--- config.mk ---
export PLATFORM = sky130hd
export DESIGN_NAME = in_order_delivery_reorder_buffer_core
export DESIGN_NICKNAME = d
export VERILOG_FILES = /design/src/sv/iodrb_pkg.sv /design/src/sv/iodrb_ctrl.sv /design/src/sv/iodrb_dp.sv /design/src/sv/in_order_delivery_reorder_buffer_core.sv
export SDC_FILE = /design/constraint.sdc
export NUM_CORES = 1
export LEC_CHECK = 0
export ABC_AREA = 1
export BUFFER_PORTS_ARGS = -buffer_cell sky130_fd_sc_hd__buf_2
export CORE_MARGIN = 2
export CORE_UTILIZATION = 25
export DETAILED_ROUTE_END_ITERATION = 12
export PLACE_DENSITY = 0.52
export REMOVE_ABC_BUFFERS = 1
export SLEW_MARGIN = 5
export SYNTH_ARGS = -nofsm -noshare
export SYNTH_HDL_FRONTEND = slang
export SYNTH_HIERARCHICAL = 1
export SYNTH_SLANG_ARGS = --single-unit
--- constraint.sdc ---
create_clock -name clk -period 4.9 [get_ports clk]
set_clock_uncertainty 0.05 [all_clocks]
set_input_delay 0.98 -clock clk [delete_from_list [all_inputs] [get_ports clk]]
set_output_delay 0.98 -clock clk [all_outputs]
set_load 0.01 [all_outputs]
--- src/sv/iodrb_pkg.sv ---
`default_nettype none

package iodrb_pkg;

    localparam int SEQ_BITS    = 16;
    localparam int WINDOW      = 32;
    localparam int HANDLE_BITS = 32;
    localparam int SLOT_BITS   = (WINDOW > 1) ? $clog2(WINDOW) : 1;
    localparam int KIND_BITS   = 3;

    localparam logic [KIND_BITS-1:0] KIND_UNREL  = 3'd0;
    localparam logic [KIND_BITS-1:0] KIND_DELIV  = 3'd1;
    localparam logic [KIND_BITS-1:0] KIND_DUP    = 3'd2;
    localparam logic [KIND_BITS-1:0] KIND_BUF    = 3'd3;
    localparam logic [KIND_BITS-1:0] KIND_BEYOND = 3'd4;

    typedef struct packed {
        logic capture;
        logic classify;
        logic drain;
    } iodrb_cmd_t;

    typedef struct packed {
        logic deliver;
        logic more;
    } iodrb_sts_t;

    function automatic logic [SLOT_BITS-1:0] slot_inc(
        input logic [SLOT_BITS-1:0] slot,
        input logic [SEQ_BITS-1:0]  new_seq
    );
        logic [SLOT_BITS-1:0] r;
        if (new_seq == '0)
        begin
            r = '0;
        end
        else if (slot == SLOT_BITS'(WINDOW - 1))
        begin
            r = '0;
        end
        else
        begin
            r = slot + 1'b1;
        end
        return r;
    endfunction

endpackage

`default_nettype wire

--- src/sv/iodrb_ctrl.sv ---
`default_nettype none

module iodrb_ctrl (
    input  wire logic               clk,
    input  wire logic               rst_n,
    input  wire logic               start,
    input  wire iodrb_pkg::iodrb_sts_t sts,
    output iodrb_pkg::iodrb_cmd_t   cmd,
    output logic                    busy
);

    localparam logic [1:0] ST_IDLE     = 2'd0;
    localparam logic [1:0] ST_CLASSIFY = 2'd1;
    localparam logic [1:0] ST_DRAIN    = 2'd2;

    logic [1:0] state_reg;
    logic [1:0] state_next;

    always_comb
    begin
        state_next = state_reg;
        case (state_reg)
            ST_IDLE:
            begin
                if (start)
                begin
                    state_next = ST_CLASSIFY;
                end
            end
            ST_CLASSIFY:
            begin
                state_next = (sts.deliver && sts.more) ? ST_DRAIN : ST_IDLE;
            end
            ST_DRAIN:
            begin
                state_next = sts.more ? ST_DRAIN : ST_IDLE;
            end
            default:
            begin
                state_next = ST_IDLE;
            end
        endcase
    end

    always_ff @(posedge clk or negedge rst_n)
    begin
        if (!rst_n)
        begin
            state_reg <= ST_IDLE;
        end
        else
        begin
            state_reg <= state_next;
        end
    end

    assign cmd.capture  = (state_reg == ST_IDLE) && start;
    assign cmd.classify = (state_reg == ST_CLASSIFY);
    assign cmd.drain    = (state_reg == ST_DRAIN);
    assign busy         = (state_reg != ST_IDLE);

endmodule

`default_nettype wire

--- src/sv/iodrb_dp.sv ---
`default_nettype none

module iodrb_dp (
    input  wire logic                                clk,
    input  wire logic                                rst_n,
    input  wire iodrb_pkg::iodrb_cmd_t               cmd,
    output iodrb_pkg::iodrb_sts_t                    sts,
    input  wire logic                                reliable,
    input  wire logic [iodrb_pkg::SEQ_BITS-1:0]      seq_num,
    input  wire logic [iodrb_pkg::HANDLE_BITS-1:0]   payload_handle,
    output logic                                     strobe,
    output logic [iodrb_pkg::KIND_BITS-1:0]          kind,
    output logic [iodrb_pkg::HANDLE_BITS-1:0]        out_handle,
    output logic [iodrb_pkg::SEQ_BITS-1:0]           out_seq,
    output logic                                     last
);

    localparam int SB = iodrb_pkg::SEQ_BITS;
    localparam int LB = iodrb_pkg::SLOT_BITS;
    localparam int HB = iodrb_pkg::HANDLE_BITS;
    localparam int KB = iodrb_pkg::KIND_BITS;
    localparam int W  = iodrb_pkg::WINDOW;

    logic          rel_reg;
    logic [SB-1:0] seq_reg;
    logic [HB-1:0] hdl_reg;
    logic [SB-1:0] ld_reg;
    logic [LB-1:0] ldslot_reg;
    logic [W-1:0]  valid_reg;
    logic [HB-1:0] mem [W];
    logic [HB-1:0] rd_reg;

    logic          strobe_reg;
    logic [KB-1:0] kind_reg;
    logic [HB-1:0] ohdl_reg;
    logic [SB-1:0] oseq_reg;
    logic          last_reg;

    logic [SB-1:0] d;
    logic          is_dup;
    logic          is_del;
    logic          is_buf;
    logic [LB:0]   sum;
    logic [LB-1:0] seq_slot;
    logic [SB-1:0] cur_seq;
    logic [LB-1:0] cur_slot;
    logic [SB-1:0] fol_seq;
    logic [LB-1:0] fol_slot;
    logic          more;
    logic          buf_we;

    always_comb
    begin
        d      = seq_reg - ld_reg;
        is_dup = (d == '0) || d[SB-1];
        is_del = (d == SB'(1));
        is_buf = !is_dup && !is_del && (d <= SB'(W));
        sum    = {1'b0, ldslot_reg} + d[LB:0];
        if (sum >= (LB + 1)'(W))
        begin
            sum = sum - (LB + 1)'(W);
        end
        seq_slot = (seq_reg < d) ? seq_reg[LB-1:0] : sum[LB-1:0];

        if (cmd.classify)
        begin
            cur_seq  = seq_reg;
            cur_slot = seq_slot;
        end
        else
        begin
            cur_seq  = ld_reg + 1'b1;
            cur_slot = iodrb_pkg::slot_inc(ldslot_reg, cur_seq);
        end
        fol_seq  = cur_seq + 1'b1;
        fol_slot = iodrb_pkg::slot_inc(cur_slot, fol_seq);
        more     = valid_reg[fol_slot] && !(cmd.drain && (fol_slot == cur_slot));
        buf_we   = cmd.classify && rel_reg && is_buf;
    end

    assign sts.deliver = rel_reg && is_del;
    assign sts.more    = more;

    always_ff @(posedge clk)
    begin
        if (cmd.capture)
        begin
            rel_reg <= reliable;
            seq_reg <= seq_num;
            hdl_reg <= payload_handle;
        end
        if (buf_we)
        begin
            mem[seq_slot] <= hdl_reg;
        end
        rd_reg <= mem[fol_slot];
    end

    always_ff @(posedge clk or negedge rst_n)
    begin
        if (!rst_n)
        begin
            ld_reg     <= '0;
            ldslot_reg <= '0;
            valid_reg  <= '0;
            strobe_reg <= 1'b0;
        end
        else
        begin
            strobe_reg <= cmd.classify || cmd.drain;
            if (buf_we)
            begin
                valid_reg[seq_slot] <= 1'b1;
            end
            if ((cmd.classify && rel_reg && is_del) || cmd.drain)
            begin
                ld_reg     <= cur_seq;
                ldslot_reg <= cur_slot;
            end
            if (cmd.drain)
            begin
                valid_reg[cur_slot] <= 1'b0;
            end
        end
    end

    always_ff @(posedge clk)
    begin
        if (cmd.classify)
        begin
            ohdl_reg <= hdl_reg;
            oseq_reg <= rel_reg ? seq_reg : '0;
            last_reg <= !(rel_reg && is_del && more);
            if (!rel_reg)
            begin
                kind_reg <= iodrb_pkg::KIND_UNREL;
            end
            else if (is_dup)
            begin
                kind_reg <= iodrb_pkg::KIND_DUP;
            end
            else if (is_del)
            begin
                kind_reg <= iodrb_pkg::KIND_DELIV;
            end
            else if (is_buf)
            begin
                kind_reg <= iodrb_pkg::KIND_BUF;
            end
            else
            begin
                kind_reg <= iodrb_pkg::KIND_BEYOND;
            end
        end
        else if (cmd.drain)
        begin
            kind_reg <= iodrb_pkg::KIND_DELIV;
            ohdl_reg <= rd_reg;
            oseq_reg <= cur_seq;
            last_reg <= !more;
        end
    end

    assign strobe     = strobe_reg;
    assign kind       = kind_reg;
    assign out_handle = ohdl_reg;
    assign out_seq    = oseq_reg;
    assign last       = last_reg;

endmodule

`default_nettype wire

--- src/sv/in_order_delivery_reorder_buffer_core.sv ---
`default_nettype none
// Channel   Direction  Handshake           Signals
// request   in         start & !busy       reliable, seq_num, payload_handle
// result    out        strobe, one cycle   kind, out_handle, out_seq, last
//
// A request is taken while the block is idle and classified in the next cycle; its first
// result shows on the cycle after that. A delivery that releases parked entries goes on
// with one result per entry, each read through the registered read port of the slot memory.
// Reset clears the last delivered number and all slot valid bits at once.
// The receiver cannot stall; results are shown once and never held.

module in_order_delivery_reorder_buffer_core (
    input  wire logic                                clk,
    input  wire logic                                rst_n,
    input  wire logic                                start,
    output logic                                     busy,
    input  wire logic                                reliable,
    input  wire logic [iodrb_pkg::SEQ_BITS-1:0]      seq_num,
    input  wire logic [iodrb_pkg::HANDLE_BITS-1:0]   payload_handle,
    output logic                                     strobe,
    output logic [iodrb_pkg::KIND_BITS-1:0]          kind,
    output logic [iodrb_pkg::HANDLE_BITS-1:0]        out_handle,
    output logic [iodrb_pkg::SEQ_BITS-1:0]           out_seq,
    output logic                                     last
);

    iodrb_pkg::iodrb_cmd_t cmd;
    iodrb_pkg::iodrb_sts_t sts;

    iodrb_ctrl u_ctrl (
        .clk   (clk),
        .rst_n (rst_n),
        .start (start),
        .sts   (sts),
        .cmd   (cmd),
        .busy  (busy)
    );

    iodrb_dp u_dp (
        .clk            (clk),
        .rst_n          (rst_n),
        .cmd            (cmd),
        .sts            (sts),
        .reliable       (reliable),
        .seq_num        (seq_num),
        .payload_handle (payload_handle),
        .strobe         (strobe),
        .kind           (kind),
        .out_handle     (out_handle),
        .out_seq        (out_seq),
        .last           (last)
    );

    a_run_continues: assert property (@(posedge clk) disable iff (!rst_n)
        strobe && !last |=> strobe)
        else $error("result run broken before last");

    a_run_busy: assert property (@(posedge clk) disable iff (!rst_n)
        strobe && !last |-> busy)
        else $error("block idle during a result run");

    a_first_result: assert property (@(posedge clk) disable iff (!rst_n)
        start && !busy |=> !strobe ##1 strobe)
        else $error("request result not shown two cycles after acceptance");

    a_drain_kind: assert property (@(posedge clk) disable iff (!rst_n)
        cmd.drain |=> strobe && (kind == iodrb_pkg::KIND_DELIV))
        else $error("drained entry not delivered");

endmodule

`default_nettype wire

Word level (Yosys, flattened, before mapping)
Memory sizes are Yosys's and may differ from the RTL's. A register that Yosys moved wholly into a read port is not among the register bits.
Index checks and enable logic that the tools add are counted.
Storage, ports and cells
  memories kept: 1
  output and inout bits: 54
  register bits: 157
  word-level logic and storage cells: 99
  bits in writable memories: 1024
Operators by class
  muxes and demuxes: 35
  $add $sub $neg: 7
  magnitude comparators: 8
  bitwise operators: 3
  eq/ne operators: 7
  reductions and logical operators: 26
Memories
  u_dp.mem: depth 32, bits a word 32, read ports 1, clocked after Yosys merged registers in 1, write ports 1, line iodrb_dp.sv:30  | logic [HB-1:0] mem [W];
Operators with widths (count)
  32-bit 2-to-1 mux: 4
  16-bit 2-to-1 mux: 4
  16-bit logical NOT: 3
  5-bit 2-to-1 mux: 7
  16-bit by 1-bit adder with 16-bit output, second input constant: 2
  32-bit bitwise AND: 1
  32-bit inverter: 1
  32-bit bitwise OR: 1
  5-bit by 6-bit less-than comparator with 1-bit output, second input constant: 3
  3-bit 2-to-1 mux: 6
  16-bit by 1-bit == test with 1-bit output, second input constant: 1
  16-bit by 6-bit <= comparator with 1-bit output, second input constant: 1
  16-bit less-than comparator: 1
  16-bit subtractor: 1
  1-bit logical AND: 12
  5-bit by 1-bit adder with 5-bit output, second input constant: 2
  1-bit demux with 5-bit select: 2
  5-bit == test, second input constant: 2
  5-bit by 1-bit greater-or-equal comparator with 1-bit output, second input constant: 2
  1-bit 2-to-1 mux: 7
  5-bit by 6-bit adder with 6-bit output: 1
  6-bit greater-or-equal comparator, second input constant: 1
  2-bit 2-to-1 mux: 3
  2-bit one-hot mux with 3 select lines: 1
  10 further kinds: 17

Logic depth before layout (Yosys ltp)
Gate-level depths: netlist (run 1).
  depth in word-level cells: 16
  depth in mapped cells: 48

Cells and area by module
Netlist (run 1), hierarchy kept.
Modules (own cells, without submodules)
  iodrb_dp: cells an instance 4485, area each 51593.2 um^2, instances 1
  iodrb_ctrl: cells an instance 15, area each 102.6 um^2, instances 1

Worst setup path before layout (run 1)
OpenSTA, ideal clock, no wires.
  path type: reg2reg
  start point: register u_dp.ld_reg[0]
  end point: register u_ctrl.state_reg[1]
  path slack: -0.571 ns
  buffers on the path: 3
  cell stages (with the launch flop): 42
  arrival time: 5.305 ns
  period minus slack after synthesis: 5.471 ns
  cells stage by stage: dfrtp_1 ha_1 inv_1 fa_1 nand3_1 nand2_1 nand2_1 nand2_1 a21oi_1 o21ai_0 nand3_1 nand2_1 nand3_1 nand2_1 xor2_1 ha_1 nand3_1 nor3_1 (+6 left out) ha_1 nand2_1 nor2_1 ha_1 inv_1 nand3_2 buf_2 buf_2 nand3_1 nand3_1 nand3_1 a21oi_1 nor2_1 buf_4 nand2_1 inv_1 nand2_1 nand2_1
On the way
  longest elaborated chain between the ends: 16
  elaborated cells on any way between the ends: 30
Ends and longest elaborated chain
  start: declaration: line iodrb_dp.sv:27  | logic [SB-1:0] ld_reg;
  start signal: assignment: line iodrb_dp.sv:117  | ld_reg <= cur_seq;
  16-bit subtractor: line iodrb_dp.sv:54  | d = seq_reg - ld_reg;
  5-bit by 6-bit adder with 6-bit output: line iodrb_dp.sv:58  | sum = {1'b0, ldslot_reg} + d[LB:0];
  5-bit by 1-bit subtractor with 5-bit output or 6-bit greater-or-equal comparator (tied branches): line iodrb_dp.sv:61, iodrb_dp.sv:59
  5-bit 2-to-1 mux: line iodrb_dp.sv:59  | if (sum >= (LB + 1)'(W))
  5-bit 2-to-1 mux: line iodrb_dp.sv:63  | seq_slot = (seq_reg < d) ? seq_reg[LB-1:0] : sum[LB-1:0];
  5-bit 2-to-1 mux (*): line iodrb_dp.sv:65  | if (cmd.classify)
  net u_dp.cur_slot[0]: line iodrb_dp.sv:46  | logic [LB-1:0] cur_slot;
  branches (longest 6 deep; another with 5-bit by 1-bit adder with 5-bit output)
  1-bit logical AND (*): line iodrb_dp.sv:77  | more = valid_reg[fol_slot] && !(cmd.drain && (fol_slot == cur_slot));
  net u_dp.more: line iodrb_dp.sv:49  | logic more;
  1-bit logical AND: line iodrb_ctrl.sv:32  | state_next = (sts.deliver && sts.more) ? ST_DRAIN : ST_IDLE;
  2-bit 2-to-1 mux: line iodrb_ctrl.sv:32
  2-bit one-hot mux with 3 select lines (*): line iodrb_ctrl.sv:22  | case (state_reg)
  end signal: assignment: line iodrb_ctrl.sv:53  | state_reg <= state_next;
  end: declaration: line iodrb_ctrl.sv:16  | logic [1:0] state_reg;
Mark *: on every way through the listed nets, which the timed path passes. The select of a mux whose other input is x is not followed.
A chain may end at the register's enable or synchronous reset.

Worst setup path in the final report (run 1)
  start point: register u_dp.seq_reg[7]
  end point: register u_dp.rd_reg[6], read port of u_dp.mem
On the way
  longest elaborated chain between the ends: 7
  elaborated cells on any way between the ends: 11
Ends and longest elaborated chain
  start: declaration: line iodrb_dp.sv:25  | logic [SB-1:0] seq_reg;
  start signal: assignment: line iodrb_dp.sv:89  | seq_reg <= seq_num;
  16-bit subtractor: line iodrb_dp.sv:54
  16-bit less-than comparator (*): line iodrb_dp.sv:63
  5-bit 2-to-1 mux (*): line iodrb_dp.sv:63
  5-bit 2-to-1 mux (*): line iodrb_dp.sv:65
  net u_dp.cur_slot[0]: line iodrb_dp.sv:46
  5-bit by 1-bit adder with 5-bit output or 5-bit == test (tied branches): line iodrb_pkg.sv:43, iodrb_pkg.sv:37
  5-bit 2-to-1 mux (*): line iodrb_pkg.sv:37  | else if (slot == SLOT_BITS'(WINDOW - 1))
  5-bit 2-to-1 mux (*): line iodrb_pkg.sv:33  | if (new_seq == '0)
  end: declaration: line iodrb_dp.sv:31  | logic [HB-1:0] rd_reg;
Mark *: on every way through the listed nets, which the timed path passes. The rest lies on a longest branch.

==> results of run 1 <==
==> through the flow <==
stage	utilization, %	worst slack (ns)
after floorplan	-	-6.40
after global placement	28.8	-0.975
after detailed placement	28.8	-0.989
after CTS	32.6	-0.456
after global routing	33.2	-0.690
final	33.2	-0.357
==> layout by cell type (no fill, tap or decap), types with 33 or more instances in the layout <==
cell type     n
edfxtp_1   1125
nand2_1     648
nor2_1      591
nand3_1     425
inv_1       343
buf_4       318
o211ai_1    246
o21ai_0     175
buf_12      147
clkbuf_16   138
o21ai_1     110
buf_2       105
buf_16       73
dfrtp_1      56
a21oi_1      55
nand2_2      55
nand3_2      55
buf_6        47
inv_2        33
==> cell families (layout without fill, tap and decap cells) <==
kind of cell,after synthesis,in the layout
compound gates,648,648
xor+xnor,22,22
fa+ha+maj,43,43
buf+inv,652,1359
flops,1213,1213
other cells,0,2
simple gates,1922,1925
==> routing by layer <==
metal	global-route usage, %	part of all wire, %	vias to the layer above
met1	20.9	42	18500
met3	1.78	6.1	273
met5	0	0.040	-
li1	-	-	17000
met2	27.2	49	1287
met4	5.09	3.2	10
==> layout make-up <==
type / count / area (µm²) / share of cell area [%]
timing repair buffer: 726 / 9260 / 13.6
timing repair inverter: 1 / 8.76 / 0.0129
inverter: 405 / 1710 / 2.51
tap: 2688 / 3360 / 4.94
sequential: 1213 / 35800 / 52.6
clock buffer: 164 / 3300 / 4.84
antenna: 2 / 5.00 / 0.00735
multi-input combinational: 2638 / 14000 / 20.6
clock inverter: 63 / 644 / 0.946
==> synth_stat cells, drive strengths merged <==
cell type  number
xnor2           4
inv           404
fa              2
dfxtp          32
nand3         483
dfrtp          56
or2            33
nor4            3
xor2           18
a21oi          68
edfxtp       1125
nand2         717
nand3b          1
ha             41
o21bai          1
nor2          652
nand4          19
o211ai        256
o21a            1
and3            1
o21ai         307
clkinv          1
and2            1
nor3           12
buf           187
a31oi           2
o22ai          10
a21o            1
o31ai           2
clkbuf         60
==> final timing paths <==
check / startpoint / end / slack, ns / cells past startpoint
setup / recovery: u_dp/seq_reg[7]$_DFFE_PP_ / u_dp/rd_reg[6]$_DFF_P_ / -0.36 / 34
hold / removal: payload_handle[0] / u_dp/hdl_reg[0]$_DFFE_PP_ / 0.31 / 1
min in group asynchronous: rst_n / u_dp/ld_reg[8]$_DFFE_PN0P_ / 0.38 / 2
setup reg to reg: u_dp/seq_reg[7]$_DFFE_PP_ / u_dp/rd_reg[6]$_DFF_P_ / -0.36 / 34
hold reg to reg: u_dp/rd_reg[29]$_DFF_P_ / u_dp/out_handle[29]$_DFFE_PP_ / 0.46 / 2
max in group asynchronous: rst_n / u_dp/valid_reg[31]$_DFF_PN0_ / 3.85 / 2
==> power groups by stage <==
stage / Combinational [W] / Clock [W] / Sequential (W)
after floorplan: 0.00215 / 0 / 0.0119
after global placement: 0.00356 / 0 / 0.0119
after detailed placement: 0.00358 / 0 / 0.0119
after CTS: 0.00425 / 0.00944 / 0.0117
after global routing: 0.00480 / 0.00978 / 0.0117
final: 0.00444 / 0.00926 / 0.0117
==> critical path, delay by kind of cell, from the launching register on <==
family	cells	cell delay, ns
buffers and inverters	7	0.91
adder cells (fa/ha/maj)	4	1.05
XOR/XNOR	1	0.19
AO/OA/AOI/OAI	7	1.26
flip-flops	1	0.42
AND/OR/NAND/NOR	15	1.30
==> what timing repair did <==
item,4_1_cts,5_1_grt
setup endpoints to repair,803,1079
resized for setup,347,251
setup buffers,97,30
gates cloned,65,18
pin swaps,89,80
hold buffers,0,0
==> impl_metrics.json, run 1 <==
{
  "finalNetCount": 5199,
  "largest_reg_flops": 1024,
  "syn_inst": 4500,
  "port_buffers": 105,
  "cts.sinks": 1213,
  "synth_top_family_by_area": "simple AND/OR/NAND/NOR gates",
  "post-route-min-period_ns": 5.26,
  "synth_area_mm2": 0.0517,
  "switching_share_pct": 27.3,
  "fill_cells": 20100,
  "core_area_mm2": 0.205,
  "dp_hpwl_mm": 97.7,
  "synth_compound_area_share_pct": 7.76,
  "crit_type": "reg -> reg",
  "synth_cell_types": 54,
  "synth-xor-area-share_pct": 0.373,
  "grt_pass1_wl_mm": 248,
  "worst_pin_slew_ns": 1.30,
  "yosys.area_share.adder_pct": 1.07,
  "p_seq_share_pct": 46.1,
  "antenna_found_initial": 7,
  "routed_wl_mm": 174,
  "holdWs_ns": 0.308,
  "die_y_um": 459,
  "avgSynthCellArea_um2": 11.5,
  "stdcell_count": 7900,
  "pwr-share-clk_pct": 36.4,
  "slew_headroom_pct": 13.6,
  "wl_per_cell_um": 22.1,
  "max_freq_mhz": 190,
  "maxCapViolations": 0,
  "syn_to_final_growth_pct": 31.8,
  "path_clk_slew_ns": 0.06,
  "critical_path_required_ns": 5.54,
  "num_vias": 37100,
  "cp_common_cell": "nand2_1",
  "grt_pass1_vias": 35700,
  "slew_violations": 0,
  "ys_ff_latch": 1213,
  "end_kind": "flop",
  "finalWeightedCongestion": 0.857,
  "status": "complete, but fails checks",
  "synthTopCellsByArea": "edfxtp_1 65%, nand2_1 5.1%, nor2_1 4.6%",
  "combPwrFrac_pct": 17.5,
  "power.total_w": 0.0254,
  "route.detailed.drc": 0,
  "top_register": "u_dp/mem",
  "io_pins": 106,
  "drive_gt1_share_pct": 23.6,
  "cts_made_buffers": 119,
  "placedCellCount": 7477,
  "final_antenna_net_count": 0,
  "p_int_w": 0.0185,
  "dieWidth_um": 459,
  "worst_path_largest_cell_delay_ns": 0.42,
  "clock-root-buffer": "clkbuf_16",
  "crit_slowest_cell": "edfxtp_1",
  "avgViaCountPerCell": 4.69,
  "h-tree-depth": 3,
  "startpoint_type": "flop",
  "yosysSeqAreaShare_pct": 69.3,
  "synth_top_area_share_pct": 65.3,
  "worst-path-max-fanout": 13,
  "placed_area_mm2": 0.0591,
  "stdcell_area_mm2": 0.0681,
  "violations": "negative setup slack",
  "yosysWarnings": 6,
  "drt_pass1_iterations": 6,
  "dr.first_iter.drc_count": 3925,
  "clk_path_buf_depth": 3,
  "synth.area.mux_share_pct": 0,
  "setup_tns_ns": -10.11,
  "setup_violations": 34,
  "finalCritPeriodShare_pct": 107,
  "hold_viol_final": 0,
  "min_path_type": "in -> reg",
  "clk_latency_ns": 0.81,
  "num_rows": 166,
  "grt_max_degree": 62,
  "yosysTopAreaCell": "edfxtp_1",
  "cp.arrival_ns": 5.90,
  "synth-simple-area-share_pct": 15.8,
  "die_area_mm2": 0.210,
  "p_per_area_mw_per_mm2": 373,
  "grt-ovfl-total": 0,
  "cts_tree": "done",
  "irDropWorstVdd_v": 0.000381,
  "p_switching_w": 0.00693,
  "track_usage_pct": 15.9,
  "start_util_pct": 25.2,
  "grt_setup_unrepaired": "true",
  "setup_ws_ns": -0.357,
  "p_leak_nw": 25.4
}
(Power assumes the default switching activity.)
==> inputs of run 2 (changes only) <==
--- a/config.mk
+++ b/config.mk
@@ -5,11 +5,10 @@
 export SDC_FILE = /design/constraint.sdc
 export NUM_CORES = 1
 export LEC_CHECK = 0
-export ABC_AREA = 1
-export BUFFER_PORTS_ARGS = -buffer_cell sky130_fd_sc_hd__buf_2
 export CORE_MARGIN = 2
 export CORE_UTILIZATION = 25
 export DETAILED_ROUTE_END_ITERATION = 12
+export DONT_BUFFER_PORTS = 1
 export PLACE_DENSITY = 0.52
 export REMOVE_ABC_BUFFERS = 1
 export SLEW_MARGIN = 5
==> impl_metrics.json, run 2 <==
{
  "largest_reg_flops": 1024,
  "max_freq_mhz": 157,
  "dieWidth_um": 453,
  "startpoint_type": "flop",
  "wl_per_cell_um": 23.6,
  "p_leak_nw": 22.3,
  "dr.first_iter.drc_count": 3286,
  "route.detailed.drc": 0,
  "grt_pass1_wl_mm": 233,
  "grt_pass1_vias": 33000,
  "irDropWorstVdd_v": 0.000405,
  "synth_most_common_cell": "edfxtp_1",
  "drt_pass1_iterations": 6,
  "port_buffers": 0,
  "reg2reg_slack_ns": -1.46,
  "setup_violations": 1082,
  "setup_ws_ns": -1.46,
  "h-tree-depth": 4,
  "holdWs_ns": 0.246,
  "dp_hpwl_mm": 96.5,
  "grt_setup_unrepaired": "true",
  "final_common_cell": "edfxtp_1",
  "finalNetCount": 4292,
  "finalWeightedCongestion": 0.841,
  "final_antenna_net_count": 0,
  "yosysWarnings": 6,
  "clk_path_buf_depth": 3,
  "grt-ovfl-total": 0,
  "violations": "negative setup slack",
  "drive_gt1_share_pct": 24.8,
  "slew_violations": 0,
  "path_clk_slew_ns": 0.06,
  "ys_ff_latch": 1213,
  "synth_top_area_share_pct": 67.2,
  "ys_async_sr_fraction_pct": 4.62,
  "yosysTopAreaCell": "edfxtp_1",
  "ys.flop_type": "edfxtp_1",
  "synth_edf_count": 1125,
  "die_y_um": 453,
  "clk_latency_ns": 0.78,
  "start_util_pct": 25.2,
  "fill_cells": 19700,
  "num_vias": 34100,
  "status": "complete, but fails checks",
  "final_core_util_pct": 32.4,
  "num_rows": 164,
  "routed_wl_mm": 164,
  "worst-path-max-fanout": 4,
  "critical_path_required_ns": 5.34,
  "synth_area_mm2": 0.0503,
  "setup_tns_ns": -218.04,
  "syn_to_final_growth_pct": 28.9,
  "syn_inst": 3786,
  "clock-root-buffer": "clkbuf_16",
  "synthTopCellsByArea": "edfxtp_1 67%, nand2_1 6.0%, dfrtp_1 2.8%",
  "worst_pin_slew_ns": 1.20,
  "mostFrequentLayoutCells": "1125 x edfxtp_1, 780 x nand2_1, 338 x buf_4",
  "grt_max_degree": 164,
  "avgViaCountPerCell": 4.91,
  "cts_made_buffers": 131,
  "avgSynthCellArea_um2": 13.3,
  "min_path_type": "in -> reg",
  "worst_path_largest_cell_delay_ns": 0.40,
  "core_area_mm2": 0.200,
  "end_kind": "flop",
  "cts.sinks": 1213,
  "crit_type": "reg -> reg",
  "antenna_found_initial": 14,
  "post-route-min-period_ns": 6.36,
  "synth_common_cells": "1125 x edfxtp_1, 805 x nand2_1, 209 x nor3_1, 173 x clkbuf_1, 156 x nand3_1",
  "crit_slowest_cell": "edfxtp_1",
  "slew_headroom_pct": 19.8,
  "track_usage_pct": 15.3,
  "cp.arrival_ns": 6.81,
  "die_area_mm2": 0.205,
  "yosysSeqAreaShare_pct": 71.2,
  "cts_tree": "done",
  "maxCapViolations": 0,
  "hold_viol_final": 0,
  "p_per_area_mw_per_mm2": 394,
  "dp_slack_ns": -1.93,
  "io_pins": 106,
  "top_register": "u_dp/mem",
  "synth_cell_types": 95,
  "finalCritPeriodShare_pct": 130
}
run 2: cells by family (layout without fill, tap and decap cells):
kind of cell / count (synthesis) / in the layout / synth area share [%]
AOI/OAI and AO/OA: 707 / 708 / 10.7
buffers and inverters: 308 / 824 / 2.61
xor gates and xnor gates: 30 / 30 / 0.552
muxes: 47 / 47 / 1.03
DFF: 1213 / 1213 / 71.2
other: 0 / 1 / 0
and+or+nand+nor: 1438 / 1438 / 12.7
adders and majority gates: 43 / 43 / 1.10
run 2: what timing repair did:
action                      CTS  global route
hold endpoints to repair     56             0
setup endpoints to repair  1090          1090
cloned                       12            24
gates resized for setup     175           215
buffers inserted             55            23
pin swaps                    58           124
hold buffers                  2             0
run 2: per-stage QoR:
step           area [µm²]  std cells  total power, W
2_1_floorplan       49100       3521          0.0138
3_3_place_gp        57400       6617          0.0151
3_5_place_dp        57400       6617          0.0152
4_1_cts             63200       6925          0.0254
5_1_grt             64800       6959          0.0264
6_report            64800       6960          0.0255
run 2: final cells by class:
class,instances,area (µm²),share of cell area [%]
Timing Repair Buffer,542,6380,9.83
Antenna cell,1,2.50,0.00386
Sequential cell,1213,35800,55.3
Multi-Input combinational cell,2266,14900,23.0
Inverter,43,169,0.261
Tap cell,2656,3320,5.13
Clock buffer,181,3700,5.71
Clock inverter,58,546,0.841
run 2: report_power, final:
group	internal, W	switching, W	total, W
Combinational	0.00170	0.00229	0.00398
Sequential	0.0115	0.000237	0.0118
Clock	0.00564	0.00416	0.00979
Total	0.0189	0.00668	0.0255
run 2: final timing paths:
check / cells after the start / from / end
max: 36 / u_dp/seq_reg[0]$_DFFE_PP_ / u_dp/last$_DFFE_PP_
min: 0 / seq_num[0] / u_dp/seq_reg[0]$_DFFE_PP_
max reg2reg: 36 / u_dp/seq_reg[0]$_DFFE_PP_ / u_dp/last$_DFFE_PP_
min reg2reg: 1 / u_dp/valid_reg[30]$_DFF_PN0_ / u_dp/valid_reg[30]$_DFF_PN0_
max in group asynchronous: 2 / rst_n / u_dp/valid_reg[10]$_DFF_PN0_
min in group asynchronous: 2 / rst_n / u_dp/ld_reg[2]$_DFFE_PN0P_
run 2: critical path: cells and delay by family, from the launching register on:
kind / cells / cell delay, ns
mux: 1 / 0.31
xor+xnor: 1 / 0.14
buf+inv: 9 / 1.09
simple gates: 6 / 0.42
compound gates: 14 / 2.53
flops: 1 / 0.40
fa+ha+maj: 5 / 1.12
run 2: layer usage:
metal	track usage (%)	routed length (µm)	vias up	part of all wire, %
li1	-	-	15300	-
met2	25.6	79800	1092	49
met3	2.73	9270	265	5.6
met4	4.56	5110	4	3.1
met1	20.1	70200	17500	43
met5	0	27	-	0.016
